--- config.mk ---
export PLATFORM = sky130hd
export DESIGN_NAME = modbus_rtu_slave_engine_flat
export DESIGN_NICKNAME = d
export VERILOG_FILES = /design/src/design/mrs_pkg.sv /design/src/design/mrs_if.sv /design/src/design/mrs_ctrl.sv /design/src/design/mrs_dp.sv /design/src/design/modbus_rtu_slave_engine.sv /design/src/flat_wrapper.sv
export SDC_FILE = /design/constraint.sdc
export NUM_CORES = 2
export LEC_CHECK = 0
export CORE_ASPECT_RATIO = 1.75
export CORE_MARGIN = 3
export CORE_UTILIZATION = 33
export CTS_CLUSTER_SIZE = 16
export DETAILED_ROUTE_END_ITERATION = 8
export DONT_BUFFER_PORTS = 1
export PLACE_DENSITY = 0.44
export SETUP_SLACK_MARGIN = 0.15
export SLEW_MARGIN = 20
export SYNTH_ARGS = -nofsm -noshare
export SYNTH_HDL_FRONTEND = slang
export SYNTH_SLANG_ARGS = --single-unit
export TNS_END_PERCENT = 20
--- constraint.sdc ---
create_clock -name clock -period 8.2 [get_ports clock]
set_clock_uncertainty 0.05 [all_clocks]
set_input_delay 0.41 -clock clock [delete_from_list [all_inputs] [get_ports clock]]
set_output_delay 0.41 -clock clock [all_outputs]
set_load 0.005 [all_outputs]
--- src/design/mrs_pkg.sv ---
// shared constants, types and helper functions of the modbus rtu slave engine
package mrs_pkg;

   localparam int FRAME_MAX     = 20;
   localparam int TABLE_ENTRIES = 24;
   localparam int NV_BYTES      = 128;
   localparam int MAX_READ_REGS = 29;

   localparam int COUNT_W   = $clog2(FRAME_MAX + 1);
   localparam int HDR_BYTES = 6;
   localparam int HDR_W     = $clog2(HDR_BYTES);
   localparam int TABLE_W   = (TABLE_ENTRIES > 1) ? $clog2(TABLE_ENTRIES) : 1;
   localparam int NV_W      = (NV_BYTES > 1) ? $clog2(NV_BYTES) : 1;
   localparam int Q_W       = $clog2(MAX_READ_REGS + 1);
   localparam int STEP_W    = $clog2(2 * MAX_READ_REGS + 5);

   localparam logic [15:0] CRC_POLY = 16'hA001;
   localparam logic [15:0] CRC_INIT = 16'hFFFF;
   localparam logic [7:0]  EXC_FLAG = 8'h80;
   localparam logic [7:0]  DEV_MASK = 8'h3F;
   localparam logic [7:0]  COIL_ON  = 8'hFF;

   localparam logic [1:0] CMD_BYTE = 2'd0;
   localparam logic [1:0] CMD_GAP  = 2'd1;
   localparam logic [1:0] CMD_END  = 2'd2;

   localparam logic REG_UNIT_ID = 1'b0;
   localparam logic REG_RELAYS  = 1'b1;

   localparam logic [7:0] FN_READ_BIT  = 8'h01;
   localparam logic [7:0] FN_READ_HOLD = 8'h03;
   localparam logic [7:0] FN_READ_IN   = 8'h04;
   localparam logic [7:0] FN_WRITE_BIT = 8'h05;
   localparam logic [7:0] FN_WRITE_REG = 8'h06;
   localparam logic [7:0] FN_MSG_COUNT = 8'h0B;
   localparam logic [7:0] FN_REPORT_ID = 8'h11;

   localparam logic [7:0] EXC_CODE    = 8'h01;
   localparam logic [7:0] ID_LENGTH   = 8'h03;
   localparam logic [7:0] ID_DEVICE   = 8'h23;
   localparam logic [7:0] ID_VERSION  = 8'h02;
   localparam logic [7:0] ID_RUNNING  = 8'hFF;

   localparam logic [7:0] ADDR_UNIT  = 8'd0;
   localparam logic [7:0] ADDR_RELAY = 8'd8;
   localparam logic [7:0] ADDR_DEV1  = 8'd30;
   localparam logic [7:0] ADDR_DEV2  = 8'd31;
   localparam logic [7:0] ADDR_PLAN  = 8'd32;
   localparam logic [7:0] ADDR_BLOCK = 8'd64;
   localparam logic [7:0] ADDR_NV    = 8'd96;
   localparam logic [7:0] ADDR_END   = 8'd224;

   typedef enum logic [7:0] {
      ST_IDLE  = 8'b0000_0001,
      ST_RXCRC = 8'b0000_0010,
      ST_EXEC  = 8'b0000_0100,
      ST_READ  = 8'b0000_1000,
      ST_WRITE = 8'b0001_0000,
      ST_EMIT  = 8'b0010_0000,
      ST_TXCRC = 8'b0100_0000,
      ST_DONE  = 8'b1000_0000
   } state_type;

   typedef enum logic [2:0] {
      CL_BAD, CL_F1, CL_F34, CL_F5, CL_F6, CL_F11, CL_F17
   } class_type;

   typedef enum logic [3:0] {
      E_CONST, E_UNIT, E_MAP, E_BIT, E_FB2, E_FB3, E_FB5,
      E_MCH, E_MCL, E_QX2, E_CRCH, E_CRCL
   } emit_sel_type;

   typedef struct packed {
      logic             rx_store;
      logic             gap_set;
      logic             clear_rx;
      logic             exec_start;
      logic             msg_inc;
      logic             rd_en;
      logic             rd_seq;
      logic [Q_W-1:0]   rd_offset;
      logic             wr_en;
      logic             wr_rmw;
      logic             emit_en;
      logic             emit_crc;
      emit_sel_type     emit_sel;
      logic [7:0]       emit_const;
      logic             emit_last;
      logic             crc_shift;
   } mrs_ctrl_type;

   typedef struct packed {
      logic             rx_crc_go;
      logic             frame_ok;
      logic [7:0]       fn;
      logic             len8;
      logic             len4;
      logic             q_ok;
      logic [Q_W-1:0]   q;
      logic             out_free;
   } mrs_status_type;

   function automatic logic [15:0] crc_step(input logic [15:0] c);
      crc_step = c[0] ? ((c >> 1) ^ CRC_POLY) : (c >> 1);
   endfunction

endpackage

--- src/design/mrs_if.sv ---
// request, response and register write channels of the modbus rtu slave engine
interface mrs_req_if import mrs_pkg::*; ();
   logic       valid;
   logic       ready;
   logic [1:0] cmd;
   logic [7:0] rx_byte;
   logic       line_error;
   modport source(output valid, cmd, rx_byte, line_error, input ready);
   modport sink(input valid, cmd, rx_byte, line_error, output ready);
endinterface

interface mrs_rsp_if import mrs_pkg::*; ();
   logic       valid;
   logic       ready;
   logic [7:0] tx_byte;
   logic       last_byte;
   logic [1:0] relay_state;
   modport source(output valid, tx_byte, last_byte, relay_state, input ready);
   modport sink(input valid, tx_byte, last_byte, relay_state, output ready);
endinterface

interface mrs_csr_if import mrs_pkg::*; ();
   logic       valid;
   logic       ready;
   logic       index;
   logic [7:0] wdata;
   modport source(output valid, index, wdata, input ready);
   modport sink(input valid, index, wdata, output ready);
endinterface

--- src/design/mrs_ctrl.sv ---
// controller state machine: request handling, frame execution and response sequencing
module mrs_ctrl import mrs_pkg::*; (
   input  logic           clock,
   input  logic           reset,
   input  logic           req_valid,
   input  logic [1:0]     req_cmd,
   output logic           req_ready,
   input  mrs_status_type status,
   output mrs_ctrl_type   ctrl
);

   typedef struct packed {
      emit_sel_type sel;
      logic [7:0]   value;
   } emit_type;

   state_type          state_ff, state_in;
   class_type          class_ff, class_in;
   logic [STEP_W-1:0]  step_ff, step_in;
   logic [2:0]         bit_cnt_ff, bit_cnt_in;
   emit_type           cur, nxt;
   logic [STEP_W-1:0]  step_j;
   logic               known;

   function automatic emit_type emit_plan(input class_type cl, input logic [STEP_W-1:0] s,
                                          input logic [Q_W-1:0] q, input logic [7:0] fn);
      logic [STEP_W-1:0] n;
      logic [STEP_W-1:0] j;
      emit_type          e;
      e.sel   = E_CONST;
      e.value = 8'h00;
      j = s - STEP_W'(3);
      case (cl)
         CL_F1:   n = STEP_W'(3);
         CL_F34:  n = STEP_W'({q, 1'b0}) + STEP_W'(2);
         CL_F11:  n = STEP_W'(3);
         CL_BAD:  n = STEP_W'(2);
         default: n = STEP_W'(5);
      endcase
      if (s == '0) begin
         e.sel = E_UNIT;
      end else if (s == n + STEP_W'(1)) begin
         e.sel = E_CRCH;
      end else if (s > n) begin
         e.sel = E_CRCL;
      end else begin
         case (cl)
            CL_BAD: e.value = (s == STEP_W'(1)) ? (fn | EXC_FLAG) : EXC_CODE;
            CL_F1: begin
               if (s == STEP_W'(3)) e.sel = E_BIT;
               else e.value = 8'h01;
            end
            CL_F34: begin
               if (s == STEP_W'(1)) e.value = fn;
               else if (s == STEP_W'(2)) e.sel = E_QX2;
               else if (j[0]) e.sel = E_MAP;
            end
            CL_F5: begin
               case (s)
                  STEP_W'(1): e.value = FN_WRITE_BIT;
                  STEP_W'(2): e.sel = E_FB2;
                  STEP_W'(3): e.sel = E_FB3;
                  STEP_W'(5): e.value = 8'h01;
                  default:    e.value = 8'h00;
               endcase
            end
            CL_F6: begin
               case (s)
                  STEP_W'(1): e.value = FN_WRITE_REG;
                  STEP_W'(3): e.sel = E_FB3;
                  STEP_W'(5): e.sel = E_FB5;
                  default:    e.value = 8'h00;
               endcase
            end
            CL_F11: begin
               case (s)
                  STEP_W'(1): e.value = FN_MSG_COUNT;
                  STEP_W'(2): e.sel = E_MCH;
                  default:    e.sel = E_MCL;
               endcase
            end
            default: begin
               case (s)
                  STEP_W'(1): e.value = FN_REPORT_ID;
                  STEP_W'(2): e.value = ID_LENGTH;
                  STEP_W'(3): e.value = ID_DEVICE;
                  STEP_W'(4): e.value = ID_VERSION;
                  default:    e.value = ID_RUNNING;
               endcase
            end
         endcase
      end
      emit_plan = e;
   endfunction

   always_comb begin
      state_in   = state_ff;
      class_in   = class_ff;
      step_in    = step_ff;
      bit_cnt_in = bit_cnt_ff;
      req_ready  = 1'b0;
      known      = 1'b1;
      ctrl       = '0;
      cur        = emit_plan(class_ff, step_ff, status.q, status.fn);
      nxt        = emit_plan(class_ff, step_ff + STEP_W'(1), status.q, status.fn);
      step_j     = step_ff - STEP_W'(3);
      ctrl.emit_sel   = cur.sel;
      ctrl.emit_const = cur.value;
      ctrl.rd_offset  = step_j[Q_W:1];
      unique case (state_ff)
         ST_IDLE: begin
            req_ready = 1'b1;
            if (req_valid) begin
               unique case (req_cmd)
                  CMD_BYTE: begin
                     ctrl.rx_store = 1'b1;
                     if (status.rx_crc_go) begin
                        bit_cnt_in = '0;
                        state_in   = ST_RXCRC;
                     end
                  end
                  CMD_GAP: ctrl.gap_set = 1'b1;
                  CMD_END: begin
                     if (status.frame_ok) begin
                        ctrl.exec_start = 1'b1;
                        state_in        = ST_EXEC;
                     end else begin
                        ctrl.clear_rx = 1'b1;
                     end
                  end
                  default: ;
               endcase
            end
         end
         ST_RXCRC: begin
            ctrl.crc_shift = 1'b1;
            bit_cnt_in     = bit_cnt_ff + 3'd1;
            if (bit_cnt_ff == 3'd6) state_in = ST_IDLE;
         end
         ST_EXEC: begin
            unique case (status.fn)
               FN_READ_BIT:  class_in = status.len8 ? CL_F1 : CL_BAD;
               FN_READ_HOLD, FN_READ_IN:
                  class_in = (status.len8 && status.q_ok) ? CL_F34 : CL_BAD;
               FN_WRITE_BIT: class_in = status.len8 ? CL_F5 : CL_BAD;
               FN_WRITE_REG: class_in = status.len8 ? CL_F6 : CL_BAD;
               FN_MSG_COUNT: class_in = status.len4 ? CL_F11 : CL_BAD;
               FN_REPORT_ID: class_in = status.len4 ? CL_F17 : CL_BAD;
               default: begin
                  class_in = CL_BAD;
                  known    = 1'b0;
               end
            endcase
            ctrl.msg_inc = known;
            step_in      = '0;
            if (class_in == CL_F1 || class_in == CL_F5) state_in = ST_READ;
            else if (class_in == CL_F6) state_in = ST_WRITE;
            else state_in = ST_EMIT;
         end
         ST_READ: begin
            ctrl.rd_en  = 1'b1;
            ctrl.rd_seq = (class_ff == CL_F34);
            state_in    = (class_ff == CL_F5) ? ST_WRITE : ST_EMIT;
         end
         ST_WRITE: begin
            ctrl.wr_en  = 1'b1;
            ctrl.wr_rmw = (class_ff == CL_F5);
            state_in    = ST_EMIT;
         end
         ST_EMIT: begin
            if (status.out_free) begin
               ctrl.emit_en   = 1'b1;
               ctrl.emit_last = (cur.sel == E_CRCL);
               if (cur.sel == E_CRCL) begin
                  state_in = ST_DONE;
               end else if (cur.sel == E_CRCH) begin
                  step_in = step_ff + STEP_W'(1);
               end else begin
                  ctrl.emit_crc = 1'b1;
                  bit_cnt_in    = '0;
                  state_in      = ST_TXCRC;
               end
            end
         end
         ST_TXCRC: begin
            ctrl.crc_shift = 1'b1;
            bit_cnt_in     = bit_cnt_ff + 3'd1;
            if (bit_cnt_ff == 3'd6) begin
               step_in  = step_ff + STEP_W'(1);
               state_in = (nxt.sel == E_MAP) ? ST_READ : ST_EMIT;
            end
         end
         ST_DONE: begin
            ctrl.clear_rx = 1'b1;
            state_in      = ST_IDLE;
         end
         default: state_in = ST_IDLE;
      endcase
   end

   always_ff @(posedge clock) begin
      if (reset) begin
         state_ff   <= ST_IDLE;
         class_ff   <= CL_BAD;
         step_ff    <= '0;
         bit_cnt_ff <= '0;
      end else begin
         state_ff   <= state_in;
         class_ff   <= class_in;
         step_ff    <= step_in;
         bit_cnt_ff <= bit_cnt_in;
      end
   end

endmodule

--- src/design/mrs_dp.sv ---
// datapath: receive buffer, serial crc, register map, store and response register
module mrs_dp import mrs_pkg::*; (
   input  logic           clock,
   input  logic           reset,
   input  logic [7:0]     rx_byte,
   input  logic           line_error,
   input  logic           csr_write,
   input  logic           csr_index,
   input  logic [7:0]     csr_wdata,
   input  mrs_ctrl_type   ctrl,
   output mrs_status_type status,
   input  logic           rsp_ready,
   output logic           rsp_valid,
   output logic [7:0]     tx_byte,
   output logic           last_byte,
   output logic [1:0]     relay_state
);

   logic [7:0]         hdr_ff [HDR_BYTES];
   logic [7:0]         hdr_in [HDR_BYTES];
   logic [7:0]         b1_ff, b1_in, b2_ff, b2_in;
   logic [COUNT_W-1:0] count_ff, count_in;
   logic               gap_ff, gap_in, aborted_ff, aborted_in;
   logic [15:0]        crc_ff, crc_in;
   logic [7:0]         unit_ff, unit_in;
   logic [1:0]         relays_ff, relays_in;
   logic [7:0]         dev1_ff, dev1_in, dev2_ff, dev2_in;
   logic [7:0]         plan_ff [TABLE_ENTRIES];
   logic [7:0]         plan_in [TABLE_ENTRIES];
   logic [7:0]         block_ff [TABLE_ENTRIES];
   logic [7:0]         block_in [TABLE_ENTRIES];
   logic [7:0]         nv_mem [NV_BYTES];
   logic [NV_BYTES-1:0] nv_vld_ff, nv_vld_in;
   logic [15:0]        msg_ff, msg_in;
   logic [7:0]         resp_unit_ff, resp_unit_in;
   logic               talk_ff, talk_in;
   logic [7:0]         raddr_ff, raddr_in;
   logic [7:0]         nv_q_ff;
   logic               nv_vq_ff;
   logic               out_valid_ff, out_valid_in;
   logic [7:0]         out_byte_ff, out_byte_in;
   logic               out_last_ff, out_last_in;
   logic [1:0]         out_relay_ff, out_relay_in;

   logic               rx_abort, out_free;
   logic [7:0]         map_rdata, emit_byte, rmw_data, bit_mask;
   logic [7:0]         waddr, wdata, rd_diff, wr_diff, nv_rdiff;
   logic               nv_we;
   logic [NV_W-1:0]    nv_widx;
   logic [7:0]         nv_wdata;

   assign rx_abort = line_error || gap_ff || (count_ff >= COUNT_W'(FRAME_MAX));
   assign out_free = !out_valid_ff || rsp_ready;
   assign bit_mask = 8'h01 << hdr_ff[3][2:0];
   assign nv_rdiff = raddr_in - ADDR_NV;

   assign status.rx_crc_go = !rx_abort && (count_ff > COUNT_W'(1));
   assign status.frame_ok  = !aborted_ff && (count_ff >= COUNT_W'(2)) &&
                             (hdr_ff[0] == unit_ff || hdr_ff[0] == 8'h00) &&
                             (crc_ff[15:8] == b2_ff) && (crc_ff[7:0] == b1_ff);
   assign status.fn        = hdr_ff[1];
   assign status.len8      = (count_ff == COUNT_W'(8));
   assign status.len4      = (count_ff == COUNT_W'(4));
   assign status.q_ok      = ({hdr_ff[4], hdr_ff[5]} <= 16'(MAX_READ_REGS));
   assign status.q         = hdr_ff[5][Q_W-1:0];
   assign status.out_free  = out_free;

   assign rsp_valid   = out_valid_ff;
   assign tx_byte     = out_byte_ff;
   assign last_byte   = out_last_ff;
   assign relay_state = out_relay_ff;

   // register map read, from the address captured in the read cycle
   always_comb begin
      rd_diff   = 8'h00;
      map_rdata = 8'h00;
      if (raddr_ff == ADDR_RELAY) begin
         map_rdata = {3'b000, relays_ff[1], 3'b000, relays_ff[0]};
      end else if (raddr_ff < ADDR_DEV1) begin
         map_rdata = 8'h00;
      end else if (raddr_ff == ADDR_DEV1) begin
         map_rdata = dev1_ff & DEV_MASK;
      end else if (raddr_ff == ADDR_DEV2) begin
         map_rdata = dev2_ff & DEV_MASK;
      end else if (raddr_ff < ADDR_BLOCK) begin
         rd_diff = raddr_ff - ADDR_PLAN;
         if (rd_diff < 8'(TABLE_ENTRIES)) map_rdata = plan_ff[rd_diff[TABLE_W-1:0]];
      end else if (raddr_ff < ADDR_NV) begin
         rd_diff = raddr_ff - ADDR_BLOCK;
         if (rd_diff < 8'(TABLE_ENTRIES)) map_rdata = block_ff[rd_diff[TABLE_W-1:0]];
      end else if (raddr_ff < ADDR_END) begin
         map_rdata = nv_vq_ff ? nv_q_ff : 8'h00;
      end
   end

   always_comb begin
      rmw_data = map_rdata;
      if (hdr_ff[4] == COIL_ON) rmw_data = rmw_data | bit_mask;
      if (hdr_ff[5] == COIL_ON) rmw_data = rmw_data & ~bit_mask;
   end

   always_comb begin
      case (ctrl.emit_sel)
         E_UNIT:  emit_byte = resp_unit_ff;
         E_MAP:   emit_byte = map_rdata;
         E_BIT:   emit_byte = {7'b0, map_rdata[hdr_ff[3][2:0]]};
         E_FB2:   emit_byte = hdr_ff[2];
         E_FB3:   emit_byte = hdr_ff[3];
         E_FB5:   emit_byte = hdr_ff[5];
         E_MCH:   emit_byte = msg_ff[15:8];
         E_MCL:   emit_byte = msg_ff[7:0];
         E_QX2:   emit_byte = {hdr_ff[5][6:0], 1'b0};
         E_CRCH:  emit_byte = crc_ff[15:8];
         E_CRCL:  emit_byte = crc_ff[7:0];
         default: emit_byte = ctrl.emit_const;
      endcase
   end

   always_comb begin
      hdr_in       = hdr_ff;
      b1_in        = b1_ff;
      b2_in        = b2_ff;
      count_in     = count_ff;
      gap_in       = gap_ff;
      aborted_in   = aborted_ff;
      crc_in       = crc_ff;
      unit_in      = unit_ff;
      relays_in    = relays_ff;
      dev1_in      = dev1_ff;
      dev2_in      = dev2_ff;
      plan_in      = plan_ff;
      block_in     = block_ff;
      nv_vld_in    = nv_vld_ff;
      msg_in       = msg_ff;
      resp_unit_in = resp_unit_ff;
      talk_in      = talk_ff;
      raddr_in     = raddr_ff;
      nv_we        = 1'b0;
      nv_widx      = '0;
      nv_wdata     = 8'h00;
      wr_diff      = 8'h00;
      waddr        = ctrl.wr_rmw ? raddr_ff : hdr_ff[3];
      wdata        = ctrl.wr_rmw ? rmw_data : hdr_ff[5];

      if (ctrl.rx_store) begin
         if (rx_abort) begin
            crc_in     = CRC_INIT;
            count_in   = '0;
            aborted_in = 1'b1;
         end else begin
            if (count_ff < COUNT_W'(HDR_BYTES)) hdr_in[count_ff[HDR_W-1:0]] = rx_byte;
            if (count_ff > COUNT_W'(1)) crc_in = crc_step(crc_ff ^ {8'h00, b2_ff});
            b2_in    = b1_ff;
            b1_in    = rx_byte;
            count_in = count_ff + COUNT_W'(1);
         end
      end
      if (ctrl.gap_set) gap_in = 1'b1;
      if (ctrl.clear_rx) begin
         crc_in     = CRC_INIT;
         count_in   = '0;
         gap_in     = 1'b0;
         aborted_in = 1'b0;
      end
      if (ctrl.exec_start) begin
         crc_in       = CRC_INIT;
         resp_unit_in = unit_ff;
         talk_in      = (hdr_ff[0] == unit_ff);
      end
      if (ctrl.msg_inc) msg_in = msg_ff + 16'd1;
      if (ctrl.crc_shift) crc_in = crc_step(crc_ff);
      if (ctrl.emit_crc) crc_in = crc_step(crc_ff ^ {8'h00, emit_byte});
      if (ctrl.rd_en) begin
         raddr_in = ctrl.rd_seq ? (hdr_ff[3] + 8'(ctrl.rd_offset))
                                : {hdr_ff[2][2:0], hdr_ff[3][7:3]};
      end

      if (ctrl.wr_en) begin
         if (waddr == ADDR_UNIT) begin
            unit_in = wdata;
            if (NV_BYTES > 1) begin
               nv_we    = 1'b1;
               nv_widx  = NV_W'(1);
               nv_wdata = wdata;
            end
         end else if (waddr == ADDR_RELAY) begin
            if (wdata[0]) relays_in[0] = 1'b1;
            if (wdata[1]) relays_in[0] = 1'b0;
            if (wdata[2]) relays_in[1] = 1'b1;
            if (wdata[3]) relays_in[1] = 1'b0;
         end else if (waddr < ADDR_DEV1) begin
            relays_in = relays_ff;
         end else if (waddr == ADDR_DEV1) begin
            dev1_in = wdata;
         end else if (waddr == ADDR_DEV2) begin
            dev2_in = wdata;
         end else if (waddr < ADDR_BLOCK) begin
            wr_diff = waddr - ADDR_PLAN;
            if (wr_diff < 8'(TABLE_ENTRIES)) begin
               plan_in[wr_diff[TABLE_W-1:0]] = wdata & block_ff[wr_diff[TABLE_W-1:0]];
            end
         end else if (waddr < ADDR_NV) begin
            wr_diff = waddr - ADDR_BLOCK;
            if (wr_diff < 8'(TABLE_ENTRIES)) begin
               block_in[wr_diff[TABLE_W-1:0]] = wdata;
               plan_in[wr_diff[TABLE_W-1:0]]  = plan_ff[wr_diff[TABLE_W-1:0]] & wdata;
            end
         end else if (waddr < ADDR_END) begin
            wr_diff = waddr - ADDR_NV;
            if (wr_diff < 8'(NV_BYTES)) begin
               nv_we    = 1'b1;
               nv_widx  = wr_diff[NV_W-1:0];
               nv_wdata = wdata;
            end
         end
      end
      if (nv_we) nv_vld_in[nv_widx] = 1'b1;

      if (csr_write) begin
         unique case (csr_index)
            REG_UNIT_ID: unit_in   = csr_wdata;
            REG_RELAYS:  relays_in = csr_wdata[1:0];
            default: ;
         endcase
      end
   end

   // response register
   always_comb begin
      out_valid_in = out_valid_ff;
      out_byte_in  = out_byte_ff;
      out_last_in  = out_last_ff;
      out_relay_in = out_relay_ff;
      if (ctrl.emit_en && talk_ff) begin
         out_valid_in = 1'b1;
         out_byte_in  = emit_byte;
         out_last_in  = ctrl.emit_last;
         out_relay_in = relays_ff;
      end else if (rsp_ready) begin
         out_valid_in = 1'b0;
      end
   end

   always_ff @(posedge clock) begin
      if (nv_we) nv_mem[nv_widx] <= nv_wdata;
      if (ctrl.rd_en) begin
         nv_q_ff  <= nv_mem[nv_rdiff[NV_W-1:0]];
         nv_vq_ff <= (nv_rdiff < 8'(NV_BYTES)) && nv_vld_ff[nv_rdiff[NV_W-1:0]];
      end
   end

   always_ff @(posedge clock) begin
      hdr_ff       <= hdr_in;
      b1_ff        <= b1_in;
      b2_ff        <= b2_in;
      resp_unit_ff <= resp_unit_in;
      raddr_ff     <= raddr_in;
      out_byte_ff  <= out_byte_in;
      out_last_ff  <= out_last_in;
      out_relay_ff <= out_relay_in;
   end

   always_ff @(posedge clock) begin
      if (reset) begin
         count_ff     <= '0;
         gap_ff       <= 1'b0;
         aborted_ff   <= 1'b0;
         crc_ff       <= CRC_INIT;
         unit_ff      <= 8'd1;
         relays_ff    <= 2'd0;
         dev1_ff      <= 8'h00;
         dev2_ff      <= 8'h00;
         plan_ff      <= '{default: 8'h00};
         block_ff     <= '{default: 8'h00};
         nv_vld_ff    <= '0;
         msg_ff       <= 16'h0000;
         talk_ff      <= 1'b0;
         out_valid_ff <= 1'b0;
      end else begin
         count_ff     <= count_in;
         gap_ff       <= gap_in;
         aborted_ff   <= aborted_in;
         crc_ff       <= crc_in;
         unit_ff      <= unit_in;
         relays_ff    <= relays_in;
         dev1_ff      <= dev1_in;
         dev2_ff      <= dev2_in;
         plan_ff      <= plan_in;
         block_ff     <= block_in;
         nv_vld_ff    <= nv_vld_in;
         msg_ff       <= msg_in;
         talk_ff      <= talk_in;
         out_valid_ff <= out_valid_in;
      end
   end

endmodule

--- src/design/modbus_rtu_slave_engine.sv ---
// top level of the modbus rtu slave engine
// req_ch carries receiver events: a received byte with its line error flag,
// the inter-character gap event and the frame end event. csr_ch writes the
// unit id (index 0) and the relay pair (index 1); it is always ready. The user
// must see that it is written only while the engine is idle; it is not enforced.
// rsp_ch delivers the reply one byte per request, last_byte marks the final crc
// byte, relay_state shows the relays. A received byte past the second runs
// through the serial crc, one bit per cycle, while no new request is taken; the
// first two bytes of a frame, aborted bytes and the other events skip the crc.
// At frame end a valid frame addressed to this unit is executed: a decode step,
// a bit read for functions 1 and 5, a write for functions 5 and 6, then every
// reply byte up to the crc through the same serial crc, with a register map
// read before each register map byte, then the two crc bytes and a closing
// step. Broadcast frames are executed without reply in the same time.
// A single output register holds the current byte; when the receiver stalls the
// engine waits with the next byte and accepts no new request until the reply is
// through. Reset is synchronous: unit id 1, relays off, tables, counters and
// store cleared, receiver empty.
module modbus_rtu_slave_engine import mrs_pkg::*; (
   input logic         clock,
   input logic         reset,
   mrs_req_if.sink     req_ch,
   mrs_rsp_if.source   rsp_ch,
   mrs_csr_if.sink     csr_ch
);

   mrs_ctrl_type   ctrl;
   mrs_status_type status;

   assign csr_ch.ready = 1'b1;

   mrs_ctrl u_ctrl (
      .clock     (clock),
      .reset     (reset),
      .req_valid (req_ch.valid),
      .req_cmd   (req_ch.cmd),
      .req_ready (req_ch.ready),
      .status    (status),
      .ctrl      (ctrl)
   );

   mrs_dp u_dp (
      .clock       (clock),
      .reset       (reset),
      .rx_byte     (req_ch.rx_byte),
      .line_error  (req_ch.line_error),
      .csr_write   (csr_ch.valid),
      .csr_index   (csr_ch.index),
      .csr_wdata   (csr_ch.wdata),
      .ctrl        (ctrl),
      .status      (status),
      .rsp_ready   (rsp_ch.ready),
      .rsp_valid   (rsp_ch.valid),
      .tx_byte     (rsp_ch.tx_byte),
      .last_byte   (rsp_ch.last_byte),
      .relay_state (rsp_ch.relay_state)
   );

endmodule
--- src/flat_wrapper.sv ---
// flat-port wrapper written by rule: the top's interface ports become plain ports
module modbus_rtu_slave_engine_flat import mrs_pkg::*;
  (clock, reset, req_ch_valid, req_ch_cmd, req_ch_rx_byte, req_ch_line_error, req_ch_ready, rsp_ch_valid, rsp_ch_tx_byte, rsp_ch_last_byte, rsp_ch_relay_state, rsp_ch_ready, csr_ch_valid, csr_ch_index, csr_ch_wdata, csr_ch_ready);
  mrs_req_if req_ch_i ();
  mrs_rsp_if rsp_ch_i ();
  mrs_csr_if csr_ch_i ();
  input logic clock;
  input logic reset;
  input wire logic [$bits(req_ch_i.valid)-1:0] req_ch_valid;
  input wire logic [$bits(req_ch_i.cmd)-1:0] req_ch_cmd;
  input wire logic [$bits(req_ch_i.rx_byte)-1:0] req_ch_rx_byte;
  input wire logic [$bits(req_ch_i.line_error)-1:0] req_ch_line_error;
  output wire logic [$bits(req_ch_i.ready)-1:0] req_ch_ready;
  output wire logic [$bits(rsp_ch_i.valid)-1:0] rsp_ch_valid;
  output wire logic [$bits(rsp_ch_i.tx_byte)-1:0] rsp_ch_tx_byte;
  output wire logic [$bits(rsp_ch_i.last_byte)-1:0] rsp_ch_last_byte;
  output wire logic [$bits(rsp_ch_i.relay_state)-1:0] rsp_ch_relay_state;
  input wire logic [$bits(rsp_ch_i.ready)-1:0] rsp_ch_ready;
  input wire logic [$bits(csr_ch_i.valid)-1:0] csr_ch_valid;
  input wire logic [$bits(csr_ch_i.index)-1:0] csr_ch_index;
  input wire logic [$bits(csr_ch_i.wdata)-1:0] csr_ch_wdata;
  output wire logic [$bits(csr_ch_i.ready)-1:0] csr_ch_ready;
  assign req_ch_i.valid = req_ch_valid;
  assign req_ch_i.cmd = req_ch_cmd;
  assign req_ch_i.rx_byte = req_ch_rx_byte;
  assign req_ch_i.line_error = req_ch_line_error;
  assign req_ch_ready = req_ch_i.ready;
  assign rsp_ch_valid = rsp_ch_i.valid;
  assign rsp_ch_tx_byte = rsp_ch_i.tx_byte;
  assign rsp_ch_last_byte = rsp_ch_i.last_byte;
  assign rsp_ch_relay_state = rsp_ch_i.relay_state;
  assign rsp_ch_i.ready = rsp_ch_ready;
  assign csr_ch_i.valid = csr_ch_valid;
  assign csr_ch_i.index = csr_ch_index;
  assign csr_ch_i.wdata = csr_ch_wdata;
  assign csr_ch_ready = csr_ch_i.ready;
  modbus_rtu_slave_engine u_core (.clock(clock), .reset(reset), .req_ch(req_ch_i), .rsp_ch(rsp_ch_i), .csr_ch(csr_ch_i));
endmodule
; ---- Yosys cells after proc, flatten, opt, wreduce, memory -nomap -nowiden
; Memory sizes are Yosys's and may differ from the RTL's. A register that Yosys moved wholly into a read port is not among the register bits.
; Cells that the tools add are included.
; W data, S select, Z words.
[op_classes]
n_addsub = 15
n_lt_le_gt_ge = 33
n_eq_ne = 76
n_shift = 1
mux = 194
bitwise = 23
reduce_logical = 50
[op_table]
columns = cell, count
row1 = $mux W192, 4
row2 = $bwmux W192, 3
row3 = $mux W8, 55
row4 = $bmux W8 S5, 4
row5 = $mux W16, 10
row6 = $or A128 B128 Y128, 1
row7 = $pmux W8 S11, 1
row8 = $demux W8 S5, 2
row9 = $mux W7, 10
row10 = $pmux W8 S7, 1
row11 = $bwmux W48, 1
row12 = $eq A8 B5 Y1 const B, 6
row13 = $lt A8 B5 Y1 const B, 6
row14 = $mux W4, 12
row15 = $pmux W8 S6, 1
row16 = $mux W6, 7
row17 = $pmux W4 S5, 2
row18 = $pmux W6 S3, 2
row19 = $mux W1, 34
row20 = $mux W2, 17
row21 = $mux W3, 11
row22 = $eq A8 B3 Y1 const B, 4
row23 = $eq A8 B4 Y1 const B, 4
row24 = $lt A8 B7 Y1 const B, 4
row25 = 91 further kinds, 190
[word_totals]
ff_bits = 687
mem_bits_rw = 1024
inputBits = 25
out_inout_bits = 14
wordCells = 471
mem_count = 1
[memory_table]
columns = memory, words, word_bits, read_ports, rd_clocked_by_memory_dff, write_ports, line
row1 = u_core.u_dp.nv_mem, 128, 8, 1, 1, 1, mrs_dp.sv:32  ; logic [7:0] nv_mem [NV_BYTES];

; ---- Longest topological paths before layout
[depth]
ltp_word = 27
depth_mapped = 20
depth_no_buf = 18

; ---- Cells and area by module
; From an unflattened synthesis, not the netlist that was laid out.
[hier_totals]
cells_unflattened = 6204
hier_area_um2 = 76251.9
[by_module_without_submodules]
columns = module, n_inst, cells_each, area_each_um2, seq_area_each_um2
row1 = mrs_dp, 1, 5836, 73575.6, 45183.3
row2 = mrs_ctrl, 1, 366, 2665.1, 400.4
row3 = modbus_rtu_slave_engine, 1, 2, 11.3, 0.0

; ---- Least setup slack after synthesis
; Ideal clock, no wire load.
[synth_timing]
path_type = register -> register
startpoint = register u_core.u_ctrl.state_ff[1]
endpoint = memory u_core.u_dp.nv_mem[0][7] (data pin)
setup_time_ns = 0.798
t_arrival_ns = 5.752
t_required_ns = 7.352
slack_ns = 1.601
path_stages_with_launch = 13
path_buffers = 4
period_less_slack_ns = 6.599
path_cell_list = dfxtp_1 buf_6 nor4_4 nand4_1 buf_4 mux2_2 nor2_1 nand2_1 buf_2 nor3_4 clkbuf_1 nor2_1 nor2_1
[synth_between]
elab_chain_cells = 15
elab_cells_between_ends = 24
cone_classes = add/sub (1) / order compare (5) / eq/ne (4) / mux (13) / reduce/logical (1)
[synth_lines]
columns = element, line
row1 = start: declaration, mrs_ctrl.sv:17  ; state_type state_ff, state_in;
row2 = start signal: assignment, mrs_ctrl.sv:208  ; state_ff <= state_in;
row3 = $eq A8 B5 Y1 (*), mrs_ctrl.sv:110  ; unique case (state_ff)
row4 = $mux W2 (*), mrs_ctrl.sv:110
row5 = $mux W8, mrs_dp.sv:142  ; waddr = ctrl.wr_rmw ? raddr_ff : hdr_ff[3];
row6 = $sub A8 B7 Y8, mrs_dp.sv:209  ; wr_diff = waddr - ADDR_NV;
row7 = $lt A8 B8 Y1, mrs_dp.sv:210  ; if (wr_diff < 8'(NV_BYTES)) begin
row8 = $mux W8, mrs_dp.sv:210
row9 = $mux W8, mrs_dp.sv:208  ; end else if (waddr < ADDR_END) begin
row10 = $mux W8, mrs_dp.sv:202  ; end else if (waddr < ADDR_NV) begin
row11 = $mux W8, mrs_dp.sv:197  ; end else if (waddr < ADDR_BLOCK) begin
row12 = $mux W8, mrs_dp.sv:195  ; end else if (waddr == ADDR_DEV2) begin
row13 = $mux W8, mrs_dp.sv:193  ; end else if (waddr == ADDR_DEV1) begin
row14 = $mux W8, mrs_dp.sv:191  ; end else if (waddr < ADDR_DEV1) begin
row15 = $mux W8, mrs_dp.sv:186  ; end else if (waddr == ADDR_RELAY) begin
row16 = $mux W8, mrs_dp.sv:179  ; if (waddr == ADDR_UNIT) begin
row17 = $mux W8 (*), mrs_dp.sv:178  ; if (ctrl.wr_en) begin
row18 = net u_core.u_dp.nv_wdata[7], mrs_dp.sv:50  ; logic [7:0] nv_wdata;
row19 = end: declaration, mrs_dp.sv:32
; The timed path passes the listed nets; every way through them passes the cells marked *.

; ---- Worst setup path in the final report
[layout_timing]
startpoint = register u_core.u_ctrl.class_ff[2]
endpoint = memory u_core.u_dp.nv_mem[114][1] (data pin)
[layout_between]
elab_chain_cells = 15
elab_cells_between_ends = 24
cone_classes = add/sub (1) / order compare (5) / eq/ne (4) / mux (13) / reduce/logical (1)
[layout_lines]
columns = element, line
row1 = start: declaration, mrs_ctrl.sv:18  ; class_type class_ff, class_in;
row2 = start signal: assignment, mrs_ctrl.sv:209  ; class_ff <= class_in;
row3 = $eq A3 B2 Y1 (*), mrs_ctrl.sv:167  ; ctrl.wr_rmw = (class_ff == CL_F5);
row4 = $mux W2 (*), mrs_ctrl.sv:110
row5 = $mux W8, mrs_dp.sv:142
row6 = $sub A8 B7 Y8, mrs_dp.sv:209
row7 = $lt A8 B8 Y1, mrs_dp.sv:210
row8 = $mux W8, mrs_dp.sv:210
row9 = $mux W8, mrs_dp.sv:208
row10 = $mux W8, mrs_dp.sv:202
row11 = $mux W8, mrs_dp.sv:197
row12 = $mux W8, mrs_dp.sv:195
row13 = $mux W8, mrs_dp.sv:193
row14 = $mux W8, mrs_dp.sv:191
row15 = $mux W8, mrs_dp.sv:186
row16 = $mux W8 (*), mrs_dp.sv:179
row17 = $mux W8 (*), mrs_dp.sv:178
row18 = net u_core.u_dp.nv_wdata[1], mrs_dp.sv:50
; Marks and branches as above.

==> flow_metrics.py <==
metrics = {
    "logic_synthesis": {
        "yosysWarnings": 0,
        "synth-async-reset-ratio": 0,
        "synth_edf_count": 1116,
        "synth_area_um2": 76300,
        "ys_types": 108,
        "synthTopCellsByArea": "edfxtp_1 (44%), dfxtp_1 (16%), mux4_2 (8.9%)",
        "synth.avg_cell_area_um2": 12.2,
        "synth_top_area_frac": 0.439,
        "yosysTopAreaCell": "edfxtp_1",
        "synth_cells": 6232,
        "ys_seq_elements": 1719,
        "syn_nets": 6294,
        "ys.flop_type": "edfxtp_1",
        "ys_seq_area_frac": 0.597,
    },
    "routing": {
        "drt_first_pass_iters": 5,
        "drt_iter0_markers": 3906,
        "wl_mm": 263,
        "postRouteAntennaNets": 0,
        "avgViaCountPerCell": 5.51,
        "dr_total_vias": 51365,
        "wl_per_cell_um": 28.2,
        "drc": 0,
    },
    "sta": {
        "hold_viol_final": 0,
        "timing.fmax_ghz": 0.157,
        "period_minus_slack_ns": 6.36,
        "rsz0062_at_grt": "false",
        "max-slew-margin-rel": 0.242,
        "setup_viol": 0,
        "setup_tns_ns": 0,
        "report.final.slew_viol_count": 0,
        "fin_crit_sh": 0.776,
        "tightest_slew_ns": 1.14,
    },
    "cts": {
        "cts_tree": "built",
        "cts_buffer_depth": 4,
        "clock-sinks": 1719,
        "htreeDepth": 4,
        "path_clk_slew_ns": 0.07,
        "post-cts-setup-buffer-count": 0,
        "numCtsBuffers": 177,
        "cts-root-buf": "clkbuf_16",
        "clk_latency_ns": 0.86,
    },
    "worst_hold_path": {
        "hold_class": "in2reg",
        "min_from": "reset",
        "min_to": "u_core.u_dp.plan_ff[95]",
        "hold_depth": 2,
    },
    "floorplanning": {
        "num_io_pins": 39,
        "die_h_um": 642,
        "core-area_um2": 230000,
        "fp.dieArea_um2": 237000,
        "num_rows": 233,
        "initial_core_util": 0.332,
        "dieWidth_um": 370,
    },
    "global_route": {
        "met1_usage": 0.241,
        "grt_max_degree": 279,
        "grt_pass1_wl_mm": 379,
        "antenna_found_initial": 5,
        "met3_usage": 0.0267,
        "grt_pass1_vias": 52035,
        "grtUsageMet2": 0.397,
        "busiest_layer": "met2",
        "grt_overflow": 0,
        "grt_usage": 0.217,
    },
    "pwr": {
        "power_density_nw_per_um2": 205,
        "p_leak_nw": 25.4,
        "ir_worst_vdd_v": 0.000139,
        "power.total_mw": 17.5,
    },
    "critical_path": {
        "cpMaxStageDelayCell": "dfxtp_1",
        "ff2ff_path_depth": 11,
        "cp.arrival_ns": 6.86,
        "cp_num_buf_inv": 3,
        "reg2reg_from": "u_core.u_ctrl.class_ff[2]",
        "startpoint_type": "register",
        "r2r_slack_ns": 1.84,
        "crit_cells": 11,
        "path_cells": "and3b_1 > nand4_1 > buf_4 > mux2_2 > nor2_1 > nand2_1 > nor3_4 > nor2_1 > buf_4 > nor2_4 > buf_4",
        "worst_path_largest_cell_delay_ns": 0.84,
        "worst-setup-path-type": "reg2reg",
        "cp-end-kind": "register",
        "cpLargestDelayFamily": "simple AND/OR/NAND/NOR gates",
        "required_ns": 8.69,
        "critPathMaxFanout": 48,
        "crit_start": "u_core.u_ctrl.class_ff[2]",
        "crit_top_cell": "buf_4",
        "rr_endpoint": "u_core.u_dp.nv_mem[114][1]",
    },
    "final_layout": {
        "drive_gt1_frac": 0.146,
        "fillCellCount": 22222,
        "multi_input_area_um2": 28400,
        "layout.nets": 6184,
        "area_growth_pct": 11.8,
        "design_area_um2": 85400,
        "mostFrequentLayoutCell": "edfxtp_1",
        "seq_area_um2": 45600,
        "layout_common_cells": "edfxtp_1 (1116), nand2_1 (903), dfxtp_1 (600)",
    },
    "placement": {
        "gp_congestion": 0.921,
        "post-dp-hpwl_mm": 174,
        "place_area_um2": 79300,
        "portBuffers": 0,
    },
    "run": {
        "cap_violations": 0,
    },
    "status": {
        "outcome": "finished clean",
    },
}
flip-flops by register name, indices dropped and copies added, names as in the netlist, 13 cells and up:
| name | count |
|---|---|
| u_core.u_dp.msg_ff | 16 |
| u_core.u_dp.crc_ff | 16 |
| u_core.u_dp.status | 13 |
| u_core.u_dp.hdr_ff | 35 |
| u_core.u_dp.nv_vld_ff | 128 |
| u_core.u_dp.block_ff | 192 |
| u_core.u_dp.plan_ff | 192 |
| u_core.u_dp.nv_mem | 1024 |
cell type report:
class                   count  area share
clock inverters            80     0.00907
clock buffers             237      0.0570
inverters                  47     0.00233
diodes                      1   0.0000293
flip-flops and latches   1719       0.534
repair buffers            173      0.0196
multi-input cells        4004       0.333
well taps                3055      0.0448
Yosys cell counts (25+ instances only):
library cell / n
and2_1: 27
buf_6: 33
inv_1: 40
buf_2: 162
clkbuf_1: 189
dfxtp_1: 603
a21oi_1: 145
nand2_1: 905
a311oi_1: 104
o21ai_2: 61
nor3_1: 55
a31oi_1: 64
o21ai_1: 115
o21a_1: 127
xnor2_1: 29
a22oi_1: 45
buf_1: 25
mux2_2: 35
xor2_1: 51
mux4_2: 301
and3_1: 92
mux2i_1: 139
a211oi_1: 226
nor2_1: 526
nand4_1: 30
buf_4: 42
nand3_1: 493
ha_1: 36
edfxtp_1: 1116
o21ai_0: 58
through the flow:
stage | hold slack, ns | utilization | setup WS [ns] | cells
after floorplan | 0.379 | - | 1.60 | 6232
after global placement | 0.396 | 0.345 | 1.74 | 8960
after detailed placement | 0.403 | 0.345 | 1.75 | 8961
after CTS | 0.000626 | 0.371 | 1.75 | 9314
after global routing | 0.0512 | 0.371 | 1.61 | 9316
final | 0.0623 | 0.371 | 1.84 | 9316
layer usage:
layer,routed length [µm],part of all wire
met1,96100,0.37
met2,138000,0.52
met3,11000,0.042
met4,17900,0.068
met5,13,0.000049
cells by family (layout without fill, tap and decap cells):
group | Yosys count | count (layout) | synth area share
mux | 481 | 481 | 0.114
other cells | 1 | 2 | 0.0000491
flops | 1719 | 1719 | 0.597
fa+ha+maj | 37 | 37 | 0.00616
compound gates | 1094 | 1094 | 0.101
simple gates | 2310 | 2310 | 0.137
xor+xnor | 81 | 81 | 0.00947
buf+inv | 509 | 537 | 0.0347
how the worst max path moves through the flow:
stage	end	slack [ns]
after global routing	u_core.u_dp.nv_mem[113][1]	1.61
after CTS	u_core.u_dp.nv_mem[32][6]	1.75
final	u_core.u_dp.nv_mem[114][1]	1.84
after detailed placement	u_core.u_dp.nv_mem[32][7]	1.75
after floorplan	u_core.u_dp.nv_mem[0][7]	1.60
after global placement	u_core.u_dp.nv_mem[32][1]	1.74
timing repair:
item / in CTS / in global routing
hold endpoints to repair: 353 / 0
gates resized for setup: 0 / 0
endpoints found under the setup margin: 0 / 0
hold buffers: 36 / 0
worst register-to-register path, delay by kind of cell (launching register included):
family	cells	cell delay [ns]
mux	1	0.52
simple gates	7	3.31
buf+inv	3	1.34
flops	1	0.84
power breakdown:
group	total (mW)	leakage (nW)	switching [mW]	internal, mW
clock	8.13	2.77	3.52	4.61
sequential	9.14	12.9	0.0186	9.12
combinational	0.203	9.74	0.146	0.0564
No activity file was read; power rests on OpenSTA's default activity.
